==> src/rtl/core/scg_pkg.sv <==
// scg_pkg: shared constants for the schoenberg curve point generator
// register indexes, field widths, reset values and parameter defaults
// no dependencies
`default_nettype none

package scg_pkg;

    // parameter defaults
    localparam int FRAC_BITS_DEF = 32;
    localparam int MAX_TERMS_DEF = 16;

    // field widths
    localparam int NUM_TERMS_W = 4;
    localparam int T_STEP_W    = 33;
    localparam int COORD_W     = 32;
    localparam int CFG_INDEX_W = 1;

    // configuration register indexes
    localparam logic [CFG_INDEX_W-1:0] REG_NUM_TERMS = 1'd0;
    localparam logic [CFG_INDEX_W-1:0] REG_T_STEP    = 1'd1;

    // configuration reset values
    localparam logic [NUM_TERMS_W-1:0] NUM_TERMS_RST = 4'd10;
    localparam logic [T_STEP_W-1:0]    T_STEP_RST    = 33'd4294967;

endpackage

`default_nettype wire

==> src/rtl/core/scg_cell.sv <==
// scg_cell: one series term of the curve, one pipeline cell of the chain
// takes the reduced argument 9^k t mod 2 and the partial sums, adds term k,
// hands 9^(k+1) t mod 2 to the next cell; uses scg_pkg
`default_nettype none

module scg_cell #(
    parameter int FRAC_BITS = scg_pkg::FRAC_BITS_DEF,
    parameter int IDX       = 0
) (
    input  wire logic                            clk,
    input  wire logic                            rst_n,
    input  wire logic [scg_pkg::NUM_TERMS_W-1:0] num_terms,
    input  wire logic                            in_valid,
    output logic                                 in_ready,
    input  wire logic [FRAC_BITS:0]              in_arg,
    input  wire logic [FRAC_BITS:0]              in_xsum,
    input  wire logic [FRAC_BITS:0]              in_ysum,
    output logic                                 out_valid,
    input  wire logic                            out_ready,
    output logic [FRAC_BITS:0]                   out_arg,
    output logic [FRAC_BITS:0]                   out_xsum,
    output logic [FRAC_BITS:0]                   out_ysum
);

    localparam int AW = FRAC_BITS + 1;
    localparam logic [AW+1:0] ONE_W = (AW+2)'(1) << FRAC_BITS;
    localparam logic [AW:0]   TWO   = (AW+1)'(1) << (FRAC_BITS + 1);
    localparam logic [AW-1:0] ONE   = AW'(1) << FRAC_BITS;

    // p(mirror(r)) with r already reduced mod 2
    function automatic logic [AW-1:0] base_fn(input logic [AW-1:0] r_in);
        logic [AW-1:0] r;
        logic [AW+1:0] v;
        logic [AW+1:0] w;
        logic [AW-1:0] res;
        r = r_in;
        if (r > ONE) begin
            r = AW'(TWO - {1'b0, r_in});
        end
        v = {2'b00, r} + {1'b0, r, 1'b0};
        w = v - ONE_W;
        if (v <= ONE_W) begin
            res = '0;
        end
        else if (w > ONE_W) begin
            res = ONE;
        end
        else begin
            res = AW'(w);
        end
        return res;
    endfunction

    logic          valid_reg;
    logic [AW-1:0] arg_reg;
    logic [AW-1:0] xsum_reg;
    logic [AW-1:0] ysum_reg;

    logic          term_en;
    logic [AW-1:0] arg3;
    logic [AW-1:0] arg9;
    logic [AW-1:0] xterm;
    logic [AW-1:0] yterm;
    logic [AW-1:0] xsum_next;
    logic [AW-1:0] ysum_next;

    // term k is summed only up to the configured last term
    assign term_en = (IDX <= int'(num_terms));

    // 3a and 9a modulo 2 by shift and add
    assign arg3 = in_arg + {in_arg[AW-2:0], 1'b0};
    assign arg9 = arg3 + {arg3[AW-2:0], 1'b0};

    // scaled terms, truncated by the shift
    assign xterm = base_fn(in_arg) >> (IDX + 1);
    assign yterm = base_fn(arg3) >> (IDX + 1);

    assign xsum_next = term_en ? (in_xsum + xterm) : in_xsum;
    assign ysum_next = term_en ? (in_ysum + yterm) : in_ysum;

    // cell takes a word when empty or when its word moves on
    assign in_ready = !valid_reg || out_ready;

    always_ff @(posedge clk or negedge rst_n)
    begin
        if (!rst_n)
        begin
            valid_reg <= 1'b0;
        end
        else if (in_ready)
        begin
            valid_reg <= in_valid;
        end
    end

    // payload, no reset
    always_ff @(posedge clk)
    begin
        if (in_valid && in_ready)
        begin
            arg_reg  <= arg9;
            xsum_reg <= xsum_next;
            ysum_reg <= ysum_next;
        end
    end

    assign out_valid = valid_reg;
    assign out_arg   = arg_reg;
    assign out_xsum  = xsum_reg;
    assign out_ysum  = ysum_reg;

endmodule

`default_nettype wire

==> config.mk <==
export PLATFORM = sky130hd
export DESIGN_NAME = scg_cell
export DESIGN_NICKNAME = d
export VERILOG_FILES = /design/src/rtl/core/scg_pkg.sv /design/src/rtl/core/scg_cell.sv
export SDC_FILE = /design/constraint.sdc
export NUM_CORES = 1
export LEC_CHECK = 0
export ABC_AREA = 1
export BUFFER_PORTS_ARGS = -buffer_cell sky130_fd_sc_hd__buf_2
export CAP_MARGIN = 15
export CORE_MARGIN = 2
export CORE_UTILIZATION = 40
export DETAILED_ROUTE_END_ITERATION = 6
export GPL_ROUTABILITY_DRIVEN = 0
export SKIP_LAST_GASP = 1
export SYNTH_ARGS = -nofsm -noshare
export SYNTH_HDL_FRONTEND = slang
export SYNTH_SLANG_ARGS = --single-unit
==> constraint.sdc <==
create_clock -name clk -period 8.5 [get_ports clk]
set_clock_uncertainty 0.15 [all_clocks]
set_input_delay 0.85 -clock clk [delete_from_list [all_inputs] [get_ports clk]]
set_output_delay 0.85 -clock clk [all_outputs]
set_load 0.05 [all_outputs]
==> flow_metrics.tcl, run 1 <==
set metrics [dict create \
    violations "negative setup slack" \
    drv_slew 0 \
    dp_hpwl_mm 42.09 \
    track_usage 0.2577 \
    floorplan.initialDensity 0.4038 \
    arrival_ps 9310 \
    wl_per_cell_um 14.36 \
    synthToLayoutAreaGrowth_pct 63.08 \
    synth_simple_gate_area_share 0.2441 \
    power.density_nw_per_um2 363.8 \
    synth_xor_area_frac 0.1144 \
    grt_pass1_vias 18660 \
    die-height_um 204.1 \
    hold_violations 0 \
    max_clock_freq_mhz 107.4 \
    tritoncts "built" \
    layout_setup_ws_ps -812.7 \
    vias 19040 \
    period_needed_ps 9313 \
    yosysTopAreaCell "ha_1" \
    synth_compound_area_frac 0.1543 \
    ys_seq_area_frac 0.1873 \
    clock_sinks 100 \
    coreArea_um2 39640 \
    drive_gt1_frac 0.4387 \
    synthMuxAreaShare 0 \
    startpoint_type "input pin" \
    cp_max_fo 5 \
    detail-route-antenna-nets 0 \
    drc 0 \
    postSynth.asyncResetShare 0.01000 \
    fp.dieW_um 204.1 \
    fin_crit_sh 1.096 \
    grt_pass1_wl_mm 88.02 \
    maxSlewHeadroom 0.4451 \
    clock_latency_ps 390 \
    yosysUniqueCellTypes 53 \
    drt_iter0_markers 1292 \
    path_class "in2reg" \
    synth_ff_type "edfxtp_1" \
    antenna_found_initial 4 \
    synth_top_area_share 0.1993 \
    drv_cap 0 \
    crit_required_ps 8500 \
    end_kind "flip-flop" \
    synth_commonest_cells "nand2_1 (480), inv_1 (353), ha_1 (255)" \
    synth_top_family_by_area "simple AND/OR/NAND/NOR gates" \
    whs_ps 70.83 \
    slowest_stage "fa_2" \
    row_count 73 \
    drt-total-wl_mm 55.55 \
    synth.area.top_cells "ha_1 (20%), edfxtp_1 (19%), nand2_1 (11%)" \
    numCtsBuffers 9 \
    peakVddDrop_uv 226.3 \
    status "finished with violations" \
    clk_path_buf_depth 2 \
    path_common_cell "nand2_2" \
    synth_edf_count 99 \
    worstHoldPathType "in2async" \
    tightest_slew_ps 832.3 \
    report.final.setup_viol 25 \
    nets 3700 \
    ctsRootBufferMaster "clkbuf_16" \
    p_leak_uw 0.01392 \
    cp_slowest_stage_delay_ps 410 \
    synth-seq-cells 100 \
    port-buffer-count 203 \
    syn_area_um2 16010 \
    h-tree-depth 3 \
    ios 208 \
    grt.overflow.total 0 \
    yosysWarnings 0 \
    dieArea_um2 41640 \
    viasPerCell 4.924 \
    yosys.cell_count.top_type "nand2_1" \
    grt_max_degree 60 \
    netlist_instances 2275 \
    fin_tns_setup_ps -11270 \
    synthAdderAreaFrac 0.2068 \
    rsz0062_at_grt "true" \
    syn_avg_cell_area_um2 7.036 \
    first_pass_iters 5 \
    clkTransAtPathRegs_ps 80 \
    reg2reg_depth 3 \
    syn-num-nets 2643 \
    p_total_uw 9497 \
]
==> what timing repair did <==
item / 4_1_cts / 5_1_grt
gates cloned: 1 / 1
hold buffers: 0 / 0
hold endpoints to repair: 0 / 0
endpoints found under the setup margin: 40 / 48
buffers inserted: 126 / 53
pin swaps: 123 / 160
gates resized for setup: 174 / 185
==> area by class of cell <==
class	instances	area, um2
fillers	3375	13540
well taps	525	656.9
diodes	5	12.51
flip-flops and latches	100	2998
clock inverters	6	70.07
inverters	362	1379
clock buffers	10	229.0
repair buffers	1064	7645
multi-input cells	1795	13120
==> cell usage in the layout (no fill, tap or decap), drive strengths merged, types with 3 or more instances in the layout <==
master / n
o21ai: 76
a211oi: 3
xor2: 149
buf: 1063
o31ai: 5
nor3: 20
nand3b: 10
inv: 363
a21o: 13
nand4: 44
a31oi: 26
nand3: 113
o221ai: 3
nor4: 8
o211ai: 6
and2: 3
nor2: 186
diode: 5
clkbuf: 11
edfxtp: 99
a21oi: 250
xnor2: 60
ha: 255
o21a: 11
o21bai: 10
a21boi: 11
clkinv: 3
fa: 6
or2: 4
nand2: 510
a31o: 3
==> kinds of logic after synthesis <==
kind of cell	after synthesis
flops	100
buf+inv	381
xor+xnor	209
simple gates	901
fa+ha+maj	261
compound gates	423
==> worst max-delay path: cells and delay by family <==
kind / cells / cell delay [ps]
AND/OR/NAND/NOR: 45 / 3720
AO/OA/AOI/OAI: 14 / 1730
adder cells (fa/ha/maj): 6 / 1610
buffers and inverters: 10 / 830
XOR/XNOR: 3 / 500
==> routing by layer <==
metal  vias up  global-route usage  part of all wire
li1       9660                   -                 -
met1      8811              0.3599              0.48
met2       498              0.4139              0.45
met3        71             0.03093             0.051
met4         0             0.08075             0.020
met5         -                   0                 0
==> power breakdown <==
group | switching [uW] | total [uW] | internal, uW
clock network | 220 | 451 | 231
logic | 4270 | 8110 | 3840
registers | 41.4 | 938 | 897
==> registers in the layout, indices dropped and copies added, names as in the netlist <==
name       count
out_valid      1
out_xsum      33
out_ysum      33
out_arg       33
==> through the flow <==
stage	area, um2	std cells	setup WS [ps]	utilization
4_1_cts	25110	3835	-349.5	0.6334
5_1_grt	26100	3866	-1495	0.6585
3_5_place_dp	23210	3699	-1415	0.5856
6_report	26110	3867	-812.7	0.6585
3_3_place_gp	23210	3699	-1179	0.5856
2_1_floorplan	16280	2275	-824.2	-
==> path summary, 6_finish.rpt <==
| kind | from | slack [ps] | to |
|---|---|---|---|
| hold reg to reg | out_valid$_DFFE_PN0N_ | 430 | out_valid$_DFFE_PN0N_ |
| max in group asynchronous | rst_n | 8050 | out_valid$_DFFE_PN0N_ |
| min in group clk | out_valid$_DFFE_PN0N_ | 430 | out_valid$_DFFE_PN0N_ |
| setup / recovery | in_arg[0] | -810 | out_ysum[30]$_DFFE_PP_ |
| hold / removal | rst_n | 70 | out_valid$_DFFE_PN0N_ |
| setup reg to reg | out_valid$_DFFE_PN0N_ | 6160 | out_arg[23]$_DFFE_PP_ |
No activity file was read; power rests on OpenSTA's default activity.
==> run 2: changes to the inputs <==
- BUFFER_PORTS_ARGS: -buffer_cell sky130_fd_sc_hd__buf_2 -> not set
- DONT_BUFFER_PORTS: not set -> 1
==> run 2 against run 1 <==
Against the previous run: the run still ends with negative setup slack left; clock-buffer cell count is 1 higher; via count is 7.8% lower; maximum frequency is 3.9% higher; critical path depth is 11 lower; global-route usage is 1.8 points lower; total power is 7.4% lower; worst hold slack better by 340 ps; combinational power is 17% lower; sequential power is 68% higher; highest routed layer unchanged.
==> flow_metrics.tcl, run 2 (same netlist as run 1, synthesis figures left out) <==
set metrics [dict create \
    violations "negative setup slack" \
    cp_num_cells 67 \
    post_dp_cell_area_um2 21870 \
    wl_per_cell_um 14.43 \
    clkTransAtPathRegs_ps 80 \
    internal_power_uw 4531 \
    ios 208 \
    grt.overflow.total 0 \
    fin_crit_sh 1.055 \
    regToRegEndpoint "out_arg[17]$_DFFE_PP_" \
    die-height_um 204.1 \
    grt_pass1_vias 17020 \
    numCtsBuffers 9 \
    clkPwrFrac 0.050 \
    crit_end "out_ysum[28]$_DFFE_PP_" \
    crit_required_ps 8500 \
    peakVddDrop_uv 198.9 \
    worstHoldPathType "in2reg" \
    path_class "in2reg" \
    seq_power_share 0.180 \
    startpoint_type "input pin" \
    period_needed_ps 8966 \
    grt_pass1_wl_mm 81.28 \
    fp.dieW_um 204.1 \
    p_sw_frac 0.4845 \
    nets 3385 \
    drv_slew 0 \
    row_count 73 \
    h-tree-depth 3 \
    viasPerCell 4.947 \
    cp_slowest_stage_delay_ps 390 \
    drv_cap 0 \
    track_usage 0.2394 \
    tightest_slew_ps 876.3 \
    clock_latency_ps 380 \
    grtUsageMet3 0.04783 \
    grt_util_met2 0.3907 \
    arrival_ps 8970 \
    slowest_stage "fa_2" \
    end_kind "flip-flop" \
    final_cell_area_um2 23820 \
    first_pass_iters 5 \
    ctsRootBufferMaster "clkbuf_16" \
    coreArea_um2 39640 \
    tritoncts "built" \
    layout_setup_ws_ps -465.9 \
    cp_max_fo 4 \
    fin_cells 3547 \
    synthToLayoutAreaGrowth_pct 48.82 \
    final_common_cell "buf_4" \
    power.density_nw_per_um2 369.0 \
    cp-startpoint "in_arg[10]" \
    dp_hpwl_mm 41.47 \
    detail-route-antenna-nets 0 \
    p_sw_uw 4260 \
    dpl.cell_count 3452 \
    p_comb_frac 0.770 \
    most-common-layout-cells "buf_4 (737), nand2_1 (425), inv_1 (329)" \
    hold_violations 0 \
    status "finished with violations" \
    reg2reg_depth 2 \
    drive_gt1_frac 0.3617 \
    drc 0 \
    vias 17550 \
    clock_sinks 100 \
    fillCellCount 3603 \
    grt_busiest_layer "met2" \
    ff2ff_setup_slack_ps 6190 \
    p_leak_uw 0.01248 \
    rsz0062_at_grt "true" \
    r2r-start "out_valid$_DFFE_PN0N_" \
    whs_ps 412.2 \
    drt_iter0_markers 1019 \
    dieArea_um2 41640 \
    max_clock_freq_mhz 111.5 \
    drt-total-wl_mm 51.19 \
    path_common_cell "buf_4" \
    fin_tns_setup_ps -4141 \
    path_buf_inv 16 \
    port-buffer-count 0 \
    grt_max_degree 66 \
    clk_path_buf_depth 2 \
    floorplan.initialDensity 0.4038 \
    maxSlewHeadroom 0.4158 \
    antenna_found_initial 0 \
    antennaDiodeCount 0 \
    report.final.setup_viol 14 \
    cpLargestDelayFamily "simple AND/OR/NAND/NOR gates" \
    grt_use_met1 0.3261 \
]
[run 2: how the worst min path moves through the flow]
stage	start	to	slack [ps]	cells past startpoint
floorplan	rst_n	out_valid$_DFFE_PN0N_	400	0
global placement	rst_n	out_valid$_DFFE_PN0N_	400	0
detailed placement	rst_n	out_valid$_DFFE_PN0N_	400	0
CTS	in_arg[0]	out_arg[0]$_DFFE_PP_	390	0
global route	in_arg[0]	out_arg[0]$_DFFE_PP_	390	0
finish	in_arg[0]	out_arg[0]$_DFFE_PP_	410	0
[run 2: layout make-up]
type                       count  area [um2]  area share
clock inverter                 5       61.31    0.002574
tap                          525       656.9     0.02757
sequential                   100        2998      0.1258
inverter                     362        1376     0.05777
multi-input combinational   1794       12800      0.5374
timing repair buffer         750        5695      0.2391
clock buffer                  11       232.7    0.009769
[run 2: layer usage]
metal	share of wire	wire length, um
met5	0	0
met4	0.015	772
met3	0.060	3079
met2	0.45	23150
met1	0.47	24190
[run 2: power by group through the flow]
stage	registers [uW]	logic (uW)	clock network, uW
2_1_floorplan	1570	3320	0
3_3_place_gp	1600	5900	0
3_5_place_dp	1590	6010	0
4_1_cts	1590	6310	459
5_1_grt	1600	7460	469
6_report	1580	6760	444
[run 2: what timing repair did]
item | CTS | global route
hold buffers | 1 | 0
gates cloned | 0 | 0
hold endpoints to repair | 1 | 0
pin swaps | 68 | 112
setup endpoints to repair | 32 | 44
resized for setup | 90 | 170
setup buffers | 47 | 34
[run 2: through the flow]
step / power [uW] / worst slack [ps] / util
CTS: 8353 / -263.5 / 0.5771
global route: 9526 / -1168 / 0.6010
floorplan: 4892 / -824.2 / -
global placement: 7500 / -863.1 / 0.5516
finish: 8791 / -465.9 / 0.6010
detailed placement: 7604 / -1153 / 0.5516
[run 2: worst register-to-register path, stage by stage (launching register included)]
cell and delay (ps):
dfrtp_1 590, a21oi_4 400, buf_4 700
==> run 3: changes to the inputs <==
- CTS_BUF_LIST: not set -> sky130_fd_sc_hd__clkbuf_4 sky130_fd_sc_hd__clkbuf_8
==> run 3 against run 2 <==
Against the previous run: non-clock buffer count is the same; largest cell class unchanged; critical endpoint unchanged; via count shrank 0.22%; final cell count is the same; global-route usage shrank 0.13 points; the run still ends with negative setup slack left; critical path depth grew 5; sequential power is essentially flat; combinational power grew 0.6%; maximum frequency grew 0.54%; clock power shrank 23%; clock-buffer cell count is the same; utilization shrank 0.15 points; register-to-register slack is essentially flat.
==> flow_metrics.tcl, run 3 (same netlist as run 1, synthesis figures left out) <==
set metrics [dict create \
    cp_max_fo 8 \
    drive_gt1_frac 0.3640 \
    rsz0062_at_grt "true" \
    clock_latency_ps 440 \
    grt_pass1_vias 16910 \
    power.density_nw_per_um2 366.9 \
    dp_slack_ps -1153 \
    grt_max_degree 66 \
    end_kind "flip-flop" \
    h-tree-depth 3 \
    wl_met1_mm 23.89 \
    period_needed_ps 8918 \
    tightest_slew_ps 877.3 \
    grt.overflow.total 0 \
    fin_cells 3547 \
    drv_slew 0 \
    path_common_cell "nand2_2" \
    cp-startpoint "in_arg[10]" \
    p_total_uw 8720 \
    max_clock_freq_mhz 112.1 \
    whs_ps 354.7 \
    cpLargestDelayFamily "simple AND/OR/NAND/NOR gates" \
    drc 0 \
    row_count 73 \
    cp_slowest_stage_delay_ps 390 \
    drt-total-wl_mm 50.89 \
    grt_pass1_wl_mm 80.80 \
    hold_depth 0 \
    wl_per_cell_um 14.35 \
    hold_violations 0 \
    synthToLayoutAreaGrowth_pct 48.46 \
    reg2reg_depth 2 \
    dieArea_um2 41640 \
    worstHoldEndpoint "out_arg[0]$_DFFE_PP_" \
    dpl.cell_count 3452 \
    clock_sinks 100 \
    nets 3385 \
    peakVddDrop_uv 199.8 \
    startpoint_type "input pin" \
    vias 17510 \
    met2_length_mm 22.99 \
    drv_cap 0 \
    crit_required_ps 8570 \
    track_usage 0.2381 \
    ios 208 \
    violations "negative setup slack" \
    antenna_found_initial 0 \
    first_pass_iters 6 \
    report.final.setup_viol 14 \
    numCtsBuffers 9 \
    layout_setup_ws_ps -417.5 \
    clk_path_buf_depth 2 \
    regToRegEndpoint "out_arg[22]$_DFFE_PP_" \
    status "finished with violations" \
    port-buffer-count 0 \
    coreArea_um2 39640 \
    slowest_stage "fa_2" \
    die-height_um 204.1 \
    viasPerCell 4.936 \
    route.met3.wl_mm 3.301 \
    r2r-start "out_valid$_DFFE_PN0N_" \
    maxSlewHeadroom 0.4151 \
    ff2ff_setup_slack_ps 6190 \
    ctsRootBufferMaster "clkbuf_8" \
    topRoutingLayerUsed "met4" \
    drt_iter0_markers 1056 \
    path_class "in2reg" \
    clkTransAtPathRegs_ps 110 \
    hp-start "in_arg[0]" \
    arrival_ps 8990 \
    most-common-layout-cells "buf_4 (733), nand2_1 (422), inv_1 (330)" \
    path_buf_inv 10 \
    detail-route-antenna-nets 0 \
    fin_util 0.5995 \
    final_common_cell "buf_4" \
    worstHoldPathType "in2reg" \
    fp.dieW_um 204.1 \
    p_leak_uw 0.01246 \
    antennaDiodeCount 0 \
    tritoncts "built" \
    dp_hpwl_mm 41.47 \
    fin_crit_sh 1.049 \
    floorplan.initialDensity 0.4038 \
]
run 3: area by class of cell:
class / count / area, um2
Clock buffer: 11 / 138.9
Sequential cell: 100 / 2998
Timing Repair Buffer: 750 / 5710
Clock inverter: 5 / 61.31
Inverter: 362 / 1376
Tap cell: 525 / 656.9
Fill cell: 3594 / 15880
Multi-Input combinational cell: 1794 / 12820
run 3: worst max-delay path by stage:
stage,end,slack (ps),cells after the start
after floorplan,out_ysum[28]$_DFFE_PP_,-820,77
after global placement,out_ysum[28]$_DFFE_PP_,-860,68
after detailed placement,out_ysum[28]$_DFFE_PP_,-1150,68
after CTS,out_ysum[30]$_DFFE_PP_,-180,75
after global routing,out_ysum[30]$_DFFE_PP_,-1130,76
final,out_ysum[28]$_DFFE_PP_,-420,72
run 3: per-stage QoR:
| step | TNS, ps | cell area [um2] |
|---|---|---|
| 3_3_place_gp | -19300 | 21870 |
| 3_5_place_dp | -28260 | 21870 |
| 2_1_floorplan | -7941 | 16280 |
| 4_1_cts | -701.0 | 22780 |
| 5_1_grt | -16130 | 23770 |
| 6_report | -3877 | 23770 |
run 3: repair_timing:
action                                  in CTS  in global routing
hold buffers                                 1                  0
setup buffers                               46                 37
endpoints found under the setup margin      30                 42
resized for setup                           87                185
endpoints found under the hold margin        1                  0
pin swaps                                   66                136
run 3: where the power goes:
group / switching [uW] / internal (uW) / total [uW]
combinational: 3400 / 3400 / 6800
clock: 199 / 144 / 343
sequential: 666 / 914 / 1580
total: 4260 / 4460 / 8720
run 3: routing by layer:
metal  vias up  GRT usage
met1      7995     0.3253
met2       432     0.3856
met3        48    0.04847
met4         0    0.05435
li1       9032          -
met5         -          0
